<file path="src/ddm_pkg.sv">
// shared types and constants for the differential drive mixer
// used by the register block, the serial divider, the serial multiplier and the top level
`default_nettype none

package ddm_pkg;

  // fixed-point format of duties
  localparam int Q_FRAC     = 14;
  localparam int DUTY_W     = 16;
  localparam int FULL_DUTY  = 16384;

  // input action codes
  localparam logic ACT_COMMAND = 1'b0;
  localparam logic ACT_TICK    = 1'b1;

  // apb port geometry
  localparam int APB_ADDR_W = 5;
  localparam int APB_DATA_W = 32;
  localparam int REG_IDX_W  = 3;

  // register indexes
  localparam logic [REG_IDX_W-1:0] REG_VELOCITY_MODE = 3'd0;
  localparam logic [REG_IDX_W-1:0] REG_MAX_RPM       = 3'd1;
  localparam logic [REG_IDX_W-1:0] REG_SPEED_SCALE   = 3'd2;
  localparam logic [REG_IDX_W-1:0] REG_TURN_SCALE    = 3'd3;
  localparam logic [REG_IDX_W-1:0] REG_SLEW_STEP     = 3'd4;

  // register widths and reset values
  localparam int RPM_W   = 10;
  localparam int SCALE_W = 15;
  localparam logic [RPM_W-1:0]   RST_MAX_RPM     = 10'd80;
  localparam logic [SCALE_W-1:0] RST_SPEED_SCALE = 15'd256;
  localparam logic [SCALE_W-1:0] RST_TURN_SCALE  = 15'd512;
  localparam logic [SCALE_W-1:0] RST_SLEW_STEP   = 15'd819;

  // serial divider geometry
  localparam int DIV_REM_W  = 31;
  localparam int DIV_LOW_W  = 30;
  localparam int DIV_STEP_W = 5;
  localparam logic [DIV_STEP_W-1:0] RATIO_STEPS = 5'd30;
  localparam logic [DIV_STEP_W-1:0] NORM_STEPS  = 5'd15;

  // serial multiplier geometry
  localparam int MUL_MCAND_W = 15;
  localparam int MUL_PROD_W  = MUL_MCAND_W + RPM_W;
  localparam int MUL_CNT_W   = 4;
  localparam logic [MUL_CNT_W-1:0] MUL_STEPS = 4'd10;

  typedef struct packed {
    logic               velocity_mode;
    logic [RPM_W-1:0]   max_rpm;
    logic [SCALE_W-1:0] speed_scale;
    logic [SCALE_W-1:0] turn_scale;
    logic [SCALE_W-1:0] slew_step;
  } cfg_t;

  typedef struct packed {
    logic                  start;
    logic [DIV_REM_W-1:0]  rem_init;
    logic [DIV_LOW_W-1:0]  low;
    logic [DIV_STEP_W-1:0] steps;
    logic [DIV_REM_W-1:0]  divisor;
  } div_req_t;

  typedef struct packed {
    logic                 done;
    logic [DIV_LOW_W-1:0] quot;
  } div_rsp_t;

  typedef struct packed {
    logic                   start;
    logic [MUL_MCAND_W-1:0] mcand;
    logic [RPM_W-1:0]       mplier;
  } mul_req_t;

  typedef struct packed {
    logic                  done;
    logic [MUL_PROD_W-1:0] prod;
  } mul_rsp_t;

endpackage

`default_nettype wire

</file>
<file path="src/ddm_if.sv">
// valid/ready channel interfaces for velocity commands and wheel drive results
// no dependencies
`default_nettype none

interface ddm_cmd_if;
  logic               valid;
  logic               ready;
  logic               action;
  logic signed [15:0] linear_velocity;
  logic signed [15:0] angular_velocity;

  modport source (output valid, action, linear_velocity, angular_velocity, input ready);
  modport sink   (input valid, action, linear_velocity, angular_velocity, output ready);
endinterface

interface ddm_drive_if;
  logic               valid;
  logic               ready;
  logic signed [15:0] left_drive;
  logic signed [15:0] right_drive;

  modport source (output valid, left_drive, right_drive, input ready);
  modport sink   (input valid, left_drive, right_drive, output ready);
endinterface

`default_nettype wire

</file>
<file path="src/ddm_regs.sv">
// apb configuration registers of the drive mixer
// depends on ddm_pkg for register indexes, widths and reset values
`default_nettype none

module ddm_regs (
  input  wire logic                           clk,
  input  wire logic                           rst,
  input  wire logic                           psel,
  input  wire logic                           penable,
  input  wire logic                           pwrite,
  input  wire logic [ddm_pkg::APB_ADDR_W-1:0] paddr,
  input  wire logic [ddm_pkg::APB_DATA_W-1:0] pwdata,
  output logic      [ddm_pkg::APB_DATA_W-1:0] prdata,
  output logic                                pready,
  output ddm_pkg::cfg_t                       cfg
);

  logic                           wr_en;
  logic [ddm_pkg::REG_IDX_W-1:0]  idx;

  assign pready = 1'b1;
  assign wr_en  = psel && penable && pwrite;
  assign idx    = paddr[ddm_pkg::APB_ADDR_W-1:2];

  // register writes on the access cycle
  always_ff @(posedge clk) begin
    if (rst) begin
      cfg.velocity_mode <= 1'b0;
      cfg.max_rpm       <= ddm_pkg::RST_MAX_RPM;
      cfg.speed_scale   <= ddm_pkg::RST_SPEED_SCALE;
      cfg.turn_scale    <= ddm_pkg::RST_TURN_SCALE;
      cfg.slew_step     <= ddm_pkg::RST_SLEW_STEP;
    end else if (wr_en) begin
      case (idx)
        ddm_pkg::REG_VELOCITY_MODE: cfg.velocity_mode <= pwdata[0];
        ddm_pkg::REG_MAX_RPM:       cfg.max_rpm       <= pwdata[ddm_pkg::RPM_W-1:0];
        ddm_pkg::REG_SPEED_SCALE:   cfg.speed_scale   <= pwdata[ddm_pkg::SCALE_W-1:0];
        ddm_pkg::REG_TURN_SCALE:    cfg.turn_scale    <= pwdata[ddm_pkg::SCALE_W-1:0];
        ddm_pkg::REG_SLEW_STEP:     cfg.slew_step     <= pwdata[ddm_pkg::SCALE_W-1:0];
        default: ;
      endcase
    end
  end

  // read mux
  always_comb begin
    case (idx)
      ddm_pkg::REG_VELOCITY_MODE: prdata = {31'b0, cfg.velocity_mode};
      ddm_pkg::REG_MAX_RPM:       prdata = {22'b0, cfg.max_rpm};
      ddm_pkg::REG_SPEED_SCALE:   prdata = {17'b0, cfg.speed_scale};
      ddm_pkg::REG_TURN_SCALE:    prdata = {17'b0, cfg.turn_scale};
      ddm_pkg::REG_SLEW_STEP:     prdata = {17'b0, cfg.slew_step};
      default:                    prdata = '0;
    endcase
  end

endmodule

`default_nettype wire

</file>
<file path="src/ddm_div.sv">
// bit-serial restoring divider, one quotient bit per cycle
// depends on ddm_pkg for the request and response structs
`default_nettype none

module ddm_div (
  input  wire logic          clk,
  input  wire logic          rst,
  input  ddm_pkg::div_req_t  req,
  output ddm_pkg::div_rsp_t  rsp
);

  logic                           busy;
  logic                           done;
  logic [ddm_pkg::DIV_STEP_W-1:0] cnt;
  logic [ddm_pkg::DIV_REM_W-1:0]  rem;
  logic [ddm_pkg::DIV_REM_W-1:0]  dvsr;
  logic [ddm_pkg::DIV_LOW_W-1:0]  low;
  logic [ddm_pkg::DIV_LOW_W-1:0]  quot;
  logic [ddm_pkg::DIV_REM_W:0]    shifted;
  logic [ddm_pkg::DIV_REM_W+1:0]  diff;
  logic                           fits;

  // trial subtract of the divisor from the shifted partial remainder
  assign shifted = {rem, low[ddm_pkg::DIV_LOW_W-1]};
  assign diff    = {1'b0, shifted} - {2'b0, dvsr};
  assign fits    = !diff[ddm_pkg::DIV_REM_W+1];

  always_ff @(posedge clk) begin
    if (rst) begin
      busy <= 1'b0;
      done <= 1'b0;
    end else begin
      done <= 1'b0;
      if (req.start) begin
        busy <= 1'b1;
        cnt  <= req.steps;
        rem  <= req.rem_init;
        low  <= req.low;
        dvsr <= req.divisor;
        quot <= '0;
      end else if (busy) begin
        rem  <= fits ? diff[ddm_pkg::DIV_REM_W-1:0] : shifted[ddm_pkg::DIV_REM_W-1:0];
        low  <= {low[ddm_pkg::DIV_LOW_W-2:0], 1'b0};
        quot <= {quot[ddm_pkg::DIV_LOW_W-2:0], fits};
        cnt  <= cnt - ddm_pkg::DIV_STEP_W'(1);
        if (cnt == ddm_pkg::DIV_STEP_W'(1)) begin
          busy <= 1'b0;
          done <= 1'b1;
        end
      end
    end
  end

  assign rsp.done = done;
  assign rsp.quot = quot;

  // a new division never lands on one in flight
  a_start_idle: assert property (@(posedge clk) disable iff (rst) req.start |-> !busy)
    else $error("divider started while busy");

  // the step counter never runs out while busy
  a_cnt_live: assert property (@(posedge clk) disable iff (rst)
    busy |-> cnt != '0)
    else $error("divider busy with zero steps left");

endmodule

`default_nettype wire

</file>
<file path="src/ddm_mul.sv">
// serial shift-add multiplier, one multiplier bit per cycle, msb first
// depends on ddm_pkg for the request and response structs
`default_nettype none

module ddm_mul (
  input  wire logic          clk,
  input  wire logic          rst,
  input  ddm_pkg::mul_req_t  req,
  output ddm_pkg::mul_rsp_t  rsp
);

  logic                            busy;
  logic                            done;
  logic [ddm_pkg::MUL_CNT_W-1:0]   cnt;
  logic [ddm_pkg::MUL_MCAND_W-1:0] mcand;
  logic [ddm_pkg::RPM_W-1:0]       mplier;
  logic [ddm_pkg::MUL_PROD_W-1:0]  acc;
  logic [ddm_pkg::MUL_PROD_W-1:0]  addend;

  assign addend = mplier[ddm_pkg::RPM_W-1] ? ddm_pkg::MUL_PROD_W'(mcand) : '0;

  // accumulate one partial product per cycle
  always_ff @(posedge clk) begin
    if (rst) begin
      busy <= 1'b0;
      done <= 1'b0;
    end else begin
      done <= 1'b0;
      if (req.start) begin
        busy   <= 1'b1;
        cnt    <= ddm_pkg::MUL_STEPS;
        mcand  <= req.mcand;
        mplier <= req.mplier;
        acc    <= '0;
      end else if (busy) begin
        acc    <= {acc[ddm_pkg::MUL_PROD_W-2:0], 1'b0} + addend;
        mplier <= {mplier[ddm_pkg::RPM_W-2:0], 1'b0};
        cnt    <= cnt - ddm_pkg::MUL_CNT_W'(1);
        if (cnt == ddm_pkg::MUL_CNT_W'(1)) begin
          busy <= 1'b0;
          done <= 1'b1;
        end
      end
    end
  end

  assign rsp.done = done;
  assign rsp.prod = acc;

  // a new product never lands on one in flight
  a_start_idle: assert property (@(posedge clk) disable iff (rst) req.start |-> !busy)
    else $error("multiplier started while busy");

endmodule

`default_nettype wire

</file>
<file path="src/diff_drive_mixer_slew_limiter.sv">
// differential drive mixer with slew limit: one command or tick per transfer
// a command transfer gives no result; a tick's result follows two ratio divisions, two
// rescaling divisions when a target exceeds full duty, and two products in velocity mode;
// four serial divisions (30, 30, 15 and 15 steps) and two 10-step serial products do this work;
// the input is ready again as the result loads, so a tick is taken only once the last is done
// reset clears held velocities, duties, the sequencer and the result valid flag
`default_nettype none

module diff_drive_mixer_slew_limiter (
  input  wire logic                           clk,
  input  wire logic                           rst,
  ddm_cmd_if.sink                             cmd,
  ddm_drive_if.source                         drive,
  input  wire logic                           psel,
  input  wire logic                           penable,
  input  wire logic                           pwrite,
  input  wire logic [ddm_pkg::APB_ADDR_W-1:0] paddr,
  input  wire logic [ddm_pkg::APB_DATA_W-1:0] pwdata,
  output logic      [ddm_pkg::APB_DATA_W-1:0] prdata,
  output logic                                pready
);

  typedef enum logic [11:0] {
    ST_IDLE      = 12'b0000_0000_0001,
    ST_RATIO_LIN = 12'b0000_0000_0010,
    ST_RATIO_ANG = 12'b0000_0000_0100,
    ST_SUM       = 12'b0000_0000_1000,
    ST_PEAK      = 12'b0000_0001_0000,
    ST_PICK      = 12'b0000_0010_0000,
    ST_NORM_L    = 12'b0000_0100_0000,
    ST_NORM_R    = 12'b0000_1000_0000,
    ST_RAMP      = 12'b0001_0000_0000,
    ST_MUL_L     = 12'b0010_0000_0000,
    ST_MUL_R     = 12'b0100_0000_0000,
    ST_FINISH    = 12'b1000_0000_0000
  } state_t;

  ddm_pkg::cfg_t     cfg;
  ddm_pkg::div_req_t div_req;
  ddm_pkg::div_rsp_t div_rsp;
  ddm_pkg::mul_req_t mul_req;
  ddm_pkg::mul_rsp_t mul_rsp;

  state_t state, state_next;
  logic   div_start, div_start_next;
  logic   mul_start, mul_start_next;
  logic   drive_valid;
  logic   out_free;
  logic   cmd_take;

  logic signed [15:0] held_linear, held_angular;
  logic signed [15:0] left_duty, right_duty;
  logic signed [15:0] left_duty_next, right_duty_next;
  logic signed [15:0] left_val, right_val;
  logic signed [15:0] left_out, right_out;
  logic signed [30:0] lin_r, ang_r;
  logic signed [31:0] tl, tr;
  logic [30:0]        mag_l, mag_r, peak;
  logic [15:0]        lin_mag, ang_mag;
  logic [14:0]        left_mag, right_mag;
  logic signed [30:0] quot_s;
  logic signed [31:0] norm_s;
  logic [10:0]        rpm_mag;
  logic               norm_needed;

  // one slew step toward the target, clamped to the rate limit
  function automatic logic signed [15:0] ramp_step(input logic signed [15:0] cur,
                                                   input logic signed [31:0] tgt,
                                                   input logic [14:0] lim);
    logic signed [17:0] d;
    logic signed [17:0] lim_p;
    logic signed [17:0] lim_n;
    lim_p = $signed({3'b0, lim});
    lim_n = -lim_p;
    d = $signed(tgt[17:0]) - 18'(cur);
    if (d > lim_p) d = lim_p;
    else if (d < lim_n) d = lim_n;
    return 16'(18'(cur) + d);
  endfunction

  ddm_regs u_regs (
    .clk     (clk),
    .rst     (rst),
    .psel    (psel),
    .penable (penable),
    .pwrite  (pwrite),
    .paddr   (paddr),
    .pwdata  (pwdata),
    .prdata  (prdata),
    .pready  (pready),
    .cfg     (cfg)
  );

  ddm_div u_div (
    .clk (clk),
    .rst (rst),
    .req (div_req),
    .rsp (div_rsp)
  );

  ddm_mul u_mul (
    .clk (clk),
    .rst (rst),
    .req (mul_req),
    .rsp (mul_rsp)
  );

  // handshakes
  assign cmd.ready   = (state == ST_IDLE);
  assign cmd_take    = cmd.valid && (state == ST_IDLE);
  assign out_free    = !drive_valid || drive.ready;
  assign drive.valid = drive_valid;
  assign drive.left_drive  = left_out;
  assign drive.right_drive = right_out;

  // operand magnitudes
  assign lin_mag   = held_linear[15]  ? 16'(-held_linear)  : 16'(held_linear);
  assign ang_mag   = held_angular[15] ? 16'(-held_angular) : 16'(held_angular);
  assign left_mag  = left_duty[15]    ? 15'(-left_duty)    : 15'(left_duty);
  assign right_mag = right_duty[15]   ? 15'(-right_duty)   : 15'(right_duty);

  // unsigned results of the serial units
  assign quot_s  = $signed({1'b0, div_rsp.quot});
  assign norm_s  = $signed({17'b0, div_rsp.quot[14:0]});
  assign rpm_mag = mul_rsp.prod[ddm_pkg::MUL_PROD_W-1:ddm_pkg::Q_FRAC];

  assign norm_needed = (mag_l > 31'(ddm_pkg::FULL_DUTY)) || (mag_r > 31'(ddm_pkg::FULL_DUTY));

  assign left_duty_next  = ramp_step(left_duty,  tl, cfg.slew_step);
  assign right_duty_next = ramp_step(right_duty, tr, cfg.slew_step);

  // divider operands, sampled by the divider on its start cycle
  always_comb begin
    div_req.start    = div_start;
    div_req.rem_init = '0;
    div_req.low      = '0;
    div_req.steps    = ddm_pkg::RATIO_STEPS;
    div_req.divisor  = '0;
    case (state)
      ST_RATIO_LIN: begin
        div_req.low     = {lin_mag, 14'b0};
        div_req.divisor = {16'b0, cfg.speed_scale};
      end
      ST_RATIO_ANG: begin
        div_req.low     = {ang_mag, 14'b0};
        div_req.divisor = {16'b0, cfg.turn_scale};
      end
      ST_NORM_L: begin
        div_req.rem_init = {1'b0, mag_l[30:1]};
        div_req.low      = {mag_l[0], {(ddm_pkg::DIV_LOW_W-1){1'b0}}};
        div_req.steps    = ddm_pkg::NORM_STEPS;
        div_req.divisor  = peak;
      end
      ST_NORM_R: begin
        div_req.rem_init = {1'b0, mag_r[30:1]};
        div_req.low      = {mag_r[0], {(ddm_pkg::DIV_LOW_W-1){1'b0}}};
        div_req.steps    = ddm_pkg::NORM_STEPS;
        div_req.divisor  = peak;
      end
      default: ;
    endcase
  end

  // multiplier operands
  always_comb begin
    mul_req.start  = mul_start;
    mul_req.mplier = cfg.max_rpm;
    mul_req.mcand  = (state == ST_MUL_R) ? right_mag : left_mag;
  end

  // tick sequencer
  always_comb begin
    state_next     = state;
    div_start_next = 1'b0;
    mul_start_next = 1'b0;
    case (state)
      ST_IDLE: begin
        if (cmd_take && cmd.action == ddm_pkg::ACT_TICK) begin
          state_next     = ST_RATIO_LIN;
          div_start_next = 1'b1;
        end
      end
      ST_RATIO_LIN: begin
        if (div_rsp.done) begin
          state_next     = ST_RATIO_ANG;
          div_start_next = 1'b1;
        end
      end
      ST_RATIO_ANG: begin
        if (div_rsp.done) state_next = ST_SUM;
      end
      ST_SUM:  state_next = ST_PEAK;
      ST_PEAK: state_next = ST_PICK;
      ST_PICK: begin
        if (norm_needed) begin
          state_next     = ST_NORM_L;
          div_start_next = 1'b1;
        end else begin
          state_next = ST_RAMP;
        end
      end
      ST_NORM_L: begin
        if (div_rsp.done) begin
          state_next     = ST_NORM_R;
          div_start_next = 1'b1;
        end
      end
      ST_NORM_R: begin
        if (div_rsp.done) state_next = ST_RAMP;
      end
      ST_RAMP: begin
        if (cfg.velocity_mode) begin
          state_next     = ST_MUL_L;
          mul_start_next = 1'b1;
        end else begin
          state_next = ST_FINISH;
        end
      end
      ST_MUL_L: begin
        if (mul_rsp.done) begin
          state_next     = ST_MUL_R;
          mul_start_next = 1'b1;
        end
      end
      ST_MUL_R: begin
        if (mul_rsp.done) state_next = ST_FINISH;
      end
      ST_FINISH: begin
        if (out_free) state_next = ST_IDLE;
      end
      default: state_next = ST_IDLE;
    endcase
  end

  // control state, held commands and duties
  always_ff @(posedge clk) begin
    if (rst) begin
      state        <= ST_IDLE;
      div_start    <= 1'b0;
      mul_start    <= 1'b0;
      drive_valid  <= 1'b0;
      held_linear  <= '0;
      held_angular <= '0;
      left_duty    <= '0;
      right_duty   <= '0;
    end else begin
      state     <= state_next;
      div_start <= div_start_next;
      mul_start <= mul_start_next;
      if (state == ST_FINISH && out_free) begin
        drive_valid <= 1'b1;
      end else if (drive.ready) begin
        drive_valid <= 1'b0;
      end
      if (cmd_take && cmd.action == ddm_pkg::ACT_COMMAND) begin
        held_linear  <= cmd.linear_velocity;
        held_angular <= cmd.angular_velocity;
      end
      if (state == ST_RAMP) begin
        left_duty  <= left_duty_next;
        right_duty <= right_duty_next;
      end
    end
  end

  // datapath registers of one tick
  always_ff @(posedge clk) begin
    case (state)
      ST_RATIO_LIN: begin
        if (div_rsp.done) begin
          if (cfg.speed_scale == '0) lin_r <= '0;
          else lin_r <= held_linear[15] ? -quot_s : quot_s;
        end
      end
      ST_RATIO_ANG: begin
        if (div_rsp.done) begin
          if (cfg.turn_scale == '0) ang_r <= '0;
          else ang_r <= held_angular[15] ? -quot_s : quot_s;
        end
      end
      ST_SUM: begin
        tl <= 32'(lin_r) - 32'(ang_r);
        tr <= 32'(lin_r) + 32'(ang_r);
      end
      ST_PEAK: begin
        mag_l <= tl[31] ? 31'(-tl) : 31'(tl);
        mag_r <= tr[31] ? 31'(-tr) : 31'(tr);
      end
      ST_PICK: begin
        peak <= (mag_l > mag_r) ? mag_l : mag_r;
      end
      ST_NORM_L: begin
        if (div_rsp.done) tl <= tl[31] ? -norm_s : norm_s;
      end
      ST_NORM_R: begin
        if (div_rsp.done) tr <= tr[31] ? -norm_s : norm_s;
      end
      ST_RAMP: begin
        left_val  <= left_duty_next;
        right_val <= right_duty_next;
      end
      ST_MUL_L: begin
        if (mul_rsp.done) begin
          left_val <= left_duty[15] ? -$signed({5'b0, rpm_mag}) : $signed({5'b0, rpm_mag});
        end
      end
      ST_MUL_R: begin
        if (mul_rsp.done) begin
          right_val <= right_duty[15] ? -$signed({5'b0, rpm_mag}) : $signed({5'b0, rpm_mag});
        end
      end
      ST_FINISH: begin
        if (out_free) begin
          left_out  <= left_val;
          right_out <= right_val;
        end
      end
      default: ;
    endcase
  end

  // duties never leave full scale in either direction
  a_left_range: assert property (@(posedge clk) disable iff (rst)
    left_duty <= 16'sd16384 && left_duty >= -16'sd16384)
    else $error("left duty out of range");

  a_right_range: assert property (@(posedge clk) disable iff (rst)
    right_duty <= 16'sd16384 && right_duty >= -16'sd16384)
    else $error("right duty out of range");

  // targets reaching the slew step lie within full duty, rescaled where needed
  a_target_range: assert property (@(posedge clk) disable iff (rst)
    state == ST_RAMP |-> (tl <= 32'sd16384 && tl >= -32'sd16384 &&
                          tr <= 32'sd16384 && tr >= -32'sd16384))
    else $error("slew target beyond full duty");

endmodule

`default_nettype wire
</file>
<file path="src/flat_wrapper.sv">
// flat-port wrapper written by rule: the top's interface ports become plain ports
module diff_drive_mixer_slew_limiter_flat 
  (clk, rst, psel, penable, pwrite, paddr, pwdata, prdata, pready, cmd_valid, cmd_action, cmd_linear_velocity, cmd_angular_velocity, cmd_ready, drive_valid, drive_left_drive, drive_right_drive, drive_ready);
  ddm_cmd_if cmd_i ();
  ddm_drive_if drive_i ();
  input  wire logic clk;
  input  wire logic rst;
  input  wire logic psel;
  input  wire logic penable;
  input  wire logic pwrite;
  input  wire logic [ddm_pkg::APB_ADDR_W-1:0] paddr;
  input  wire logic [ddm_pkg::APB_DATA_W-1:0] pwdata;
  output logic      [ddm_pkg::APB_DATA_W-1:0] prdata;
  output logic pready;
  input wire logic [$bits(cmd_i.valid)-1:0] cmd_valid;
  input wire logic [$bits(cmd_i.action)-1:0] cmd_action;
  input wire logic [$bits(cmd_i.linear_velocity)-1:0] cmd_linear_velocity;
  input wire logic [$bits(cmd_i.angular_velocity)-1:0] cmd_angular_velocity;
  output wire logic [$bits(cmd_i.ready)-1:0] cmd_ready;
  output wire logic [$bits(drive_i.valid)-1:0] drive_valid;
  output wire logic [$bits(drive_i.left_drive)-1:0] drive_left_drive;
  output wire logic [$bits(drive_i.right_drive)-1:0] drive_right_drive;
  input wire logic [$bits(drive_i.ready)-1:0] drive_ready;
  assign cmd_i.valid = cmd_valid;
  assign cmd_i.action = cmd_action;
  assign cmd_i.linear_velocity = cmd_linear_velocity;
  assign cmd_i.angular_velocity = cmd_angular_velocity;
  assign cmd_ready = cmd_i.ready;
  assign drive_valid = drive_i.valid;
  assign drive_left_drive = drive_i.left_drive;
  assign drive_right_drive = drive_i.right_drive;
  assign drive_i.ready = drive_ready;
  diff_drive_mixer_slew_limiter u_core (.clk(clk), .rst(rst), .cmd(cmd_i), .drive(drive_i), .psel(psel), .penable(penable), .pwrite(pwrite), .paddr(paddr), .pwdata(pwdata), .prdata(prdata), .pready(pready));
endmodule
</file>
<file path="config.mk">
export PLATFORM = sky130hd
export DESIGN_NAME = diff_drive_mixer_slew_limiter_flat
export DESIGN_NICKNAME = d
export VERILOG_FILES = /design/src/ddm_pkg.sv /design/src/ddm_if.sv /design/src/ddm_regs.sv /design/src/ddm_div.sv /design/src/ddm_mul.sv /design/src/diff_drive_mixer_slew_limiter.sv /design/src/flat_wrapper.sv
export SDC_FILE = /design/constraint.sdc
export NUM_CORES = 2
export LEC_CHECK = 0
export BUFFER_PORTS_ARGS = -buffer_cell sky130_fd_sc_hd__buf_2
export CAP_MARGIN = 20
export CORE_UTILIZATION = 45
export DETAILED_ROUTE_END_ITERATION = 8
export PLACE_DENSITY = 0.59
export REMOVE_ABC_BUFFERS = 1
export SYNTH_ARGS = -nofsm -noshare
export SYNTH_HDL_FRONTEND = slang
export SYNTH_SLANG_ARGS = --single-unit
</file>
<file path="constraint.sdc">
create_clock -name clk -period 8.1 [get_ports clk]
set_input_delay 2.43 -clock clk [delete_from_list [all_inputs] [get_ports clk]]
set_output_delay 2.43 -clock clk [all_outputs]
set_load 0.005 [all_outputs]
</file>
# Word-level counts from Yosys, hierarchy flattened
# Cells that the tools add are included.
# W data, S select, Z words.
[classes]
n_lt_le_gt_ge = 7
div = 0
n_bitwise = 6
addsub = 20
reduce_logical = 43
mux = 72
shift = 0
eq_ne = 26
multipliers = 0
[ops]
columns = ["cell", "count"]
rows = [
  ["$mux W31", 6],
  ["$mux W16", 10],
  ["$mux W30", 5],
  ["$pmux W12 S12", 1],
  ["$mux W32", 4],
  ["$pmux W32 S2", 2],
  ["$pmux W30 S4", 1],
  ["$mux W12", 9],
  ["$pmux W31 S3", 1],
  ["$pmux W15 S5", 1],
  ["$pmux W16 S2", 2],
  ["$gt A31 B15 Y1 const B", 2],
  ["$neg A31 Y31", 2],
  ["$mux W15", 4],
  ["$pmux W30 S2", 1],
  ["$gt A18 B16 Y1", 2],
  ["$lt A18 B18 Y1", 2],
  ["$sub A18 B16 Y18", 2],
  ["$sub A32 B31 Y33", 1],
  ["$add A16 B16 Y16", 2],
  ["$add A31 B31 Y32", 1],
  ["$neg A15 Y32", 1],
  ["$neg A16 Y16", 2],
  ["$reduce_and A2 Y1", 16],
  ["46 further kinds", 94],
]
[totals]
ram_bits = 0
mem_bits_ro = 0
out_inout_bits = 67
latchBits = 0
regBits = 603
inputBits = 77
memories = 0

# Logic depth before layout (Yosys ltp)
[depth]
ltp_word = 6
depth_mapped = 35
ltp_nobuf = 34

# Modules after synthesis
# From an unflattened synthesis, not the netlist that was laid out.
[hier_totals]
cells_unflattened = 4281
hier_area_um2 = 40450.0
[by_module_without_submodules]
columns = ["module", "area_each_um2", "cells_per_inst", "n_inst"]
rows = [
  ["diff_drive_mixer_slew_limiter", 27403.8, 3105, 1],
  ["ddm_div", 7221.9, 597, 1],
  ["ddm_mul", 2945.3, 247, 1],
  ["ddm_regs", 2879.0, 332, 1],
]

# Worst setup path after synthesis
# No wires, ideal clock.
[synth_path]
kind = "input to register"
from = "in rst"
to = "reg u_core.u_div.cnt[0] (netlist bit), enable pin"
setup_slack_ps = 1098
arrival_time_ps = 6479
cell_stages = 4
n_path_buf = 3
t_required_ps = 7577
setup_time_ps = 523
cell_sequence = "clkbuf_1 buf_1 clkbuf_1 nor2_1"
[synth_between]
elab_chain_len = 2
[synth_rtl]
columns = ["item", "line_no", "source"]
rows = [
  ["start, declared", "flat_wrapper.sv:7", "input wire logic rst;"],
  ["$not A1 Y1 (no line)", "--", ""],
  ["$reduce_and A2 Y1 (no line)", "--", ""],
  ["end signal, assigned", "ddm_div.sv:36", "cnt <= req.steps;"],
  ["end signal, assigned", "ddm_div.sv:45", "cnt <= cnt - ddm_pkg::DIV_STEP_W'(1);"],
  ["end, declared", "ddm_div.sv:14", "logic [ddm_pkg::DIV_STEP_W-1:0] cnt;"],
]
# No other way between the ends.
# A chain may end at the register's enable or synchronous reset.

# Worst setup path after layout
[layout_path]
from = "reg u_core.tr[6]"
to = "reg u_core.right_val[14], data pin"
[layout_between]
elab_chain_len = 6
[layout_rtl]
columns = ["item", "line_no", "source"]
rows = [
  ["start, declared", "diff_drive_mixer_slew_limiter.sv:57", "logic signed [31:0] tl, tr;"],
  ["start signal, assigned", "diff_drive_mixer_slew_limiter.sv:283", "tr <= 32'(lin_r) + 32'(ang_r);"],
  ["start signal, assigned", "diff_drive_mixer_slew_limiter.sv:296", "if (div_rsp.done) tr <= tr[31] ? -norm_s : norm_s;"],
  ["$sub A18 B16 Y18 *", "diff_drive_mixer_slew_limiter.sv:75", "d = $signed(tgt[17:0]) - 18'(cur);"],
  ["$lt A18 B18 Y1", "diff_drive_mixer_slew_limiter.sv:77", "else if (d < lim_n) d = lim_n;"],
  ["$mux W16", "diff_drive_mixer_slew_limiter.sv:77", ""],
  ["$mux W16 *", "diff_drive_mixer_slew_limiter.sv:76", "if (d > lim_p) d = lim_p;"],
  ["$add A16 B16 Y16 *", "diff_drive_mixer_slew_limiter.sv:78", "return 16'(18'(cur) + d);"],
  ["$pmux W16 S2 *", "diff_drive_mixer_slew_limiter.sv:268", "case (state)"],
  ["end signal, assigned", "diff_drive_mixer_slew_limiter.sv:300", "right_val <= right_duty_next;"],
  ["end signal, assigned", "diff_drive_mixer_slew_limiter.sv:309", "right_val <= right_duty[15] ? -$signed({5'b0, rpm_mag}) : $signed({5'b0, rpm_mag});"],
  ["end, declared", "diff_drive_mixer_slew_limiter.sv:54", "logic signed [15:0] left_val, right_val;"],
]
# Mark *: on every way between the ends. The rest lies on a longest branch, timed or not.

==> flow_summary_export.csv <==
group,metric,value,unit
synthesis,netlist_area,39900,sq um
synthesis,ys.flop_type,"edfxtp_1",
hold_path,hold_path.class,"flip-flop to flip-flop",
global_route,overflow,0,
global_route,grt_pass1_vias,29498,
finish,nets,4776,
sta,max-slew-margin-rel,23.8,%
clock_network,cts_resized,0,
global_route,grt_pass1_wl,172000,um
clock_network,path_clk_slew,0.06,ns
synthesis,yosysMostFrequentCell,"nand2_1",
routing,vias_per_cell,5.68,
setup_path,setup.worst_path.class,"flip-flop to flip-flop",
die,die-area,89800,sq um
routing,drt_pass1_iterations,8,
power_and_ir_drop,leakage,0.0170,uW
routing,totalWireLength,112000,um
die,core_area,87300,sq um
place,placed_cells,5494,
global_route,grt_util_all_layers,24.5,%
die,fp-row-count,108,
synthesis,synthCells,4424,
finish,multiInputGateArea,21700,sq um
clock_network,tritoncts,"done",
clock_network,clock_latency,0.64,ns
sta,clock.fmax,133,MHz
setup_path,cp.arrival,7.90,ns
sta,tightest_slew,1.14,ns
finish,diodes,0,
synthesis,yosys_warnings,0,
sta,finClkSkew,0.0260,ns
place,place_worst_setup_slack,0.713,ns
routing,routedWlPerCell,19.9,um
power_and_ir_drop,power_density,160,nW/um^2
clock_network,cts_hold_buffers,0,
die,chipHeight,300,um
place,portBuffers,106,
finish,seq_area,16300,sq um
sta,slew_viol_final,0,
place,place_hpwl,83100,um
finish,filler_cell_count,8326,
setup_path,cp-start-kind,"flip-flop",
routing,drtIter0Drc,2789,
synthesis,synth.area.top_cells,"edfxtp_1 (34%), ha_1 (8.8%), dfxtp_1 (7.0%)",
die,initial_core_util,45.7,%
setup_path,cp-end-kind,"flip-flop",
global_route,antenna_found_initial,4,
sta,rsz0062_at_grt,"no",
synthesis,seq_area_frac_synth,40.9,%
clock_network,h-tree-depth,3,
sta,timing.final.crit_share,93.0,%
setup_path,critical_path_required,8.47,ns
routing,drc,0,
finish,layout.cells.non_filler,5620,
synthesis,synth_enable_flop_cells,450,
clock_network,cts_buffers,69,
synthesis,async_flop_share,0,%
die,io_pins,144,
finish,drive_above_1_share,7.61,%
sta,setup_slack,0.569,ns
power_and_ir_drop,ir_drop,0.136,mV
finish,syn2layout_area_growth,9.47,%
place,place.gp.congestion,0.928,
setup_path,critPathMaxFanout,8,
clock_network,clock-sinks,589,
sta,finalHoldViolCount,0,
global_route,grt_max_degree,72,
clock_network,clockBufferDepth,3,
synthesis,avgSynthCellArea,9.01,sq um
run_status,status,"finished, final reports clean",
synthesis,ys_ff_latch,589,
routing,ant_nets,0,
sta,setup_violations,0,
setup_path,cp_slowest_cell,"a2111oi_0",
die,die_w,300,um
run,maxCapViolations,0,
routing,num_vias,31916,
sta,fin_crit,7.53,ns
synthesis,ys_top_cells_by_count,"nand2_1 (546), edfxtp_1 (450), nor2_1 (407)",
clock_network,ctsRootBufferMaster,"clkbuf_16",
clock_network,post_cts_buffers,0,
synthesis,synth_top_area_share,33.9,%
setup_path,slowest_delay,0.64,ns
synthesis,synth_cell_type_count,83,
synthesis,synth_area_leader_cell,"edfxtp_1",
==> area by class of cell <==
cell class	instances	share of cell area [%]
sequential	589	37.3
clock buffer	81	4.18
timing repair buffer	158	2.12
clock inverter	45	1.31
inverter	245	2.11
multi-input combinational	3347	49.6
tap	1155	3.31
==> metal layers <==
metal | global-route usage [%] | share of wire [%] | vias to the layer above
met4 | 7.65 | 2.9 | 2
met1 | 36.9 | 48 | 15112
met3 | 3.26 | 6.1 | 175
met2 | 36.2 | 42 | 918
li1 | - | - | 15709
met5 | 0 | 0.0072 | -
==> report_power, final <==
group / total [uW] / internal [uW] / switching [uW]
logic: 365 / 140 / 226
clock network: 3320 / 1980 / 1340
registers: 3300 / 3270 / 35.5
==> logic make-up after synthesis <==
logic type,after synthesis,share of synthesized area [%]
XOR/XNOR,361,7.93
other,2,0.0188
buffers and inverters,504,5.18
flip-flops,589,40.9
adder cells (fa/ha/maj),289,9.22
multiplexers,79,2.08
AO/OA/AOI/OAI,1052,16.5
AND/OR/NAND/NOR,1548,18.2
==> critical path: cells and delay by family (launching register included) <==
kind	cells	cell delay, ns
muxes	1	0.54
xor gates and xnor gates	2	0.48
AOI/OAI and AO/OA	16	3.60
and+or+nand+nor	7	0.98
DFF	1	0.51
adders and majority gates	3	1.17
==> registers in the layout, summed over array words and instances (netlist names), 25 cells and up <==
signal and flops:
u_core.tl 32, u_core.u_div.quot 30, u_core.mag_l 31, u_core.lin_r 31
u_core.tr 32, u_core.peak 31, u_core.u_div.dvsr 31, u_core.ang_r 31
u_core.u_regs.cfg 56, u_core.mag_r 31, u_core.u_mul.acc 25, u_core.u_div.rem 31
==> cell usage in the layout, fill, tap and decap left out, drive strengths merged, types with 67 or more instances in the layout <==
cell type and count:
nor2 407, xnor2 227, o21ai 206, inv 249, xor2 134, clkbuf 81, nor2b 67, a21o 83
ha 281, edfxtp 450, nand3 106, dfxtp 139, buf 158, nand2 546, nor3 74, a21oi 398
==> final timing paths <==
check	cells past startpoint	slack (ns)	from	end
worst max-delay path	29	0.57	u_core.tr[6]	u_core.right_val[14]
worst min-delay path	0	0.42	u_core.right_val[4]	u_core.drive.right_drive[4]
worst max register to register	29	0.57	u_core.tr[6]	u_core.right_val[14]
worst min register to register	0	0.42	u_core.right_val[4]	u_core.drive.right_drive[4]
==> through the flow <==
| stage | util [%] | hold slack (ns) | TNS [ns] | total power [uW] | area, sq um |
|---|---|---|---|---|---|
| floorplan | - | 0.400 | -33.15 | 3600 | 38800 |
| finish | 50.0 | 0.418 | 0 | 6990 | 43600 |
| global placement | 47.3 | 0.401 | 0 | 3720 | 41300 |
| detailed placement | 47.3 | 0.405 | 0 | 3730 | 41300 |
| CTS | 50.0 | 0.419 | 0 | 7050 | 43600 |
| global route | 50.0 | 0.425 | 0 | 7210 | 43600 |
Power figures use the tool's default switching activity.
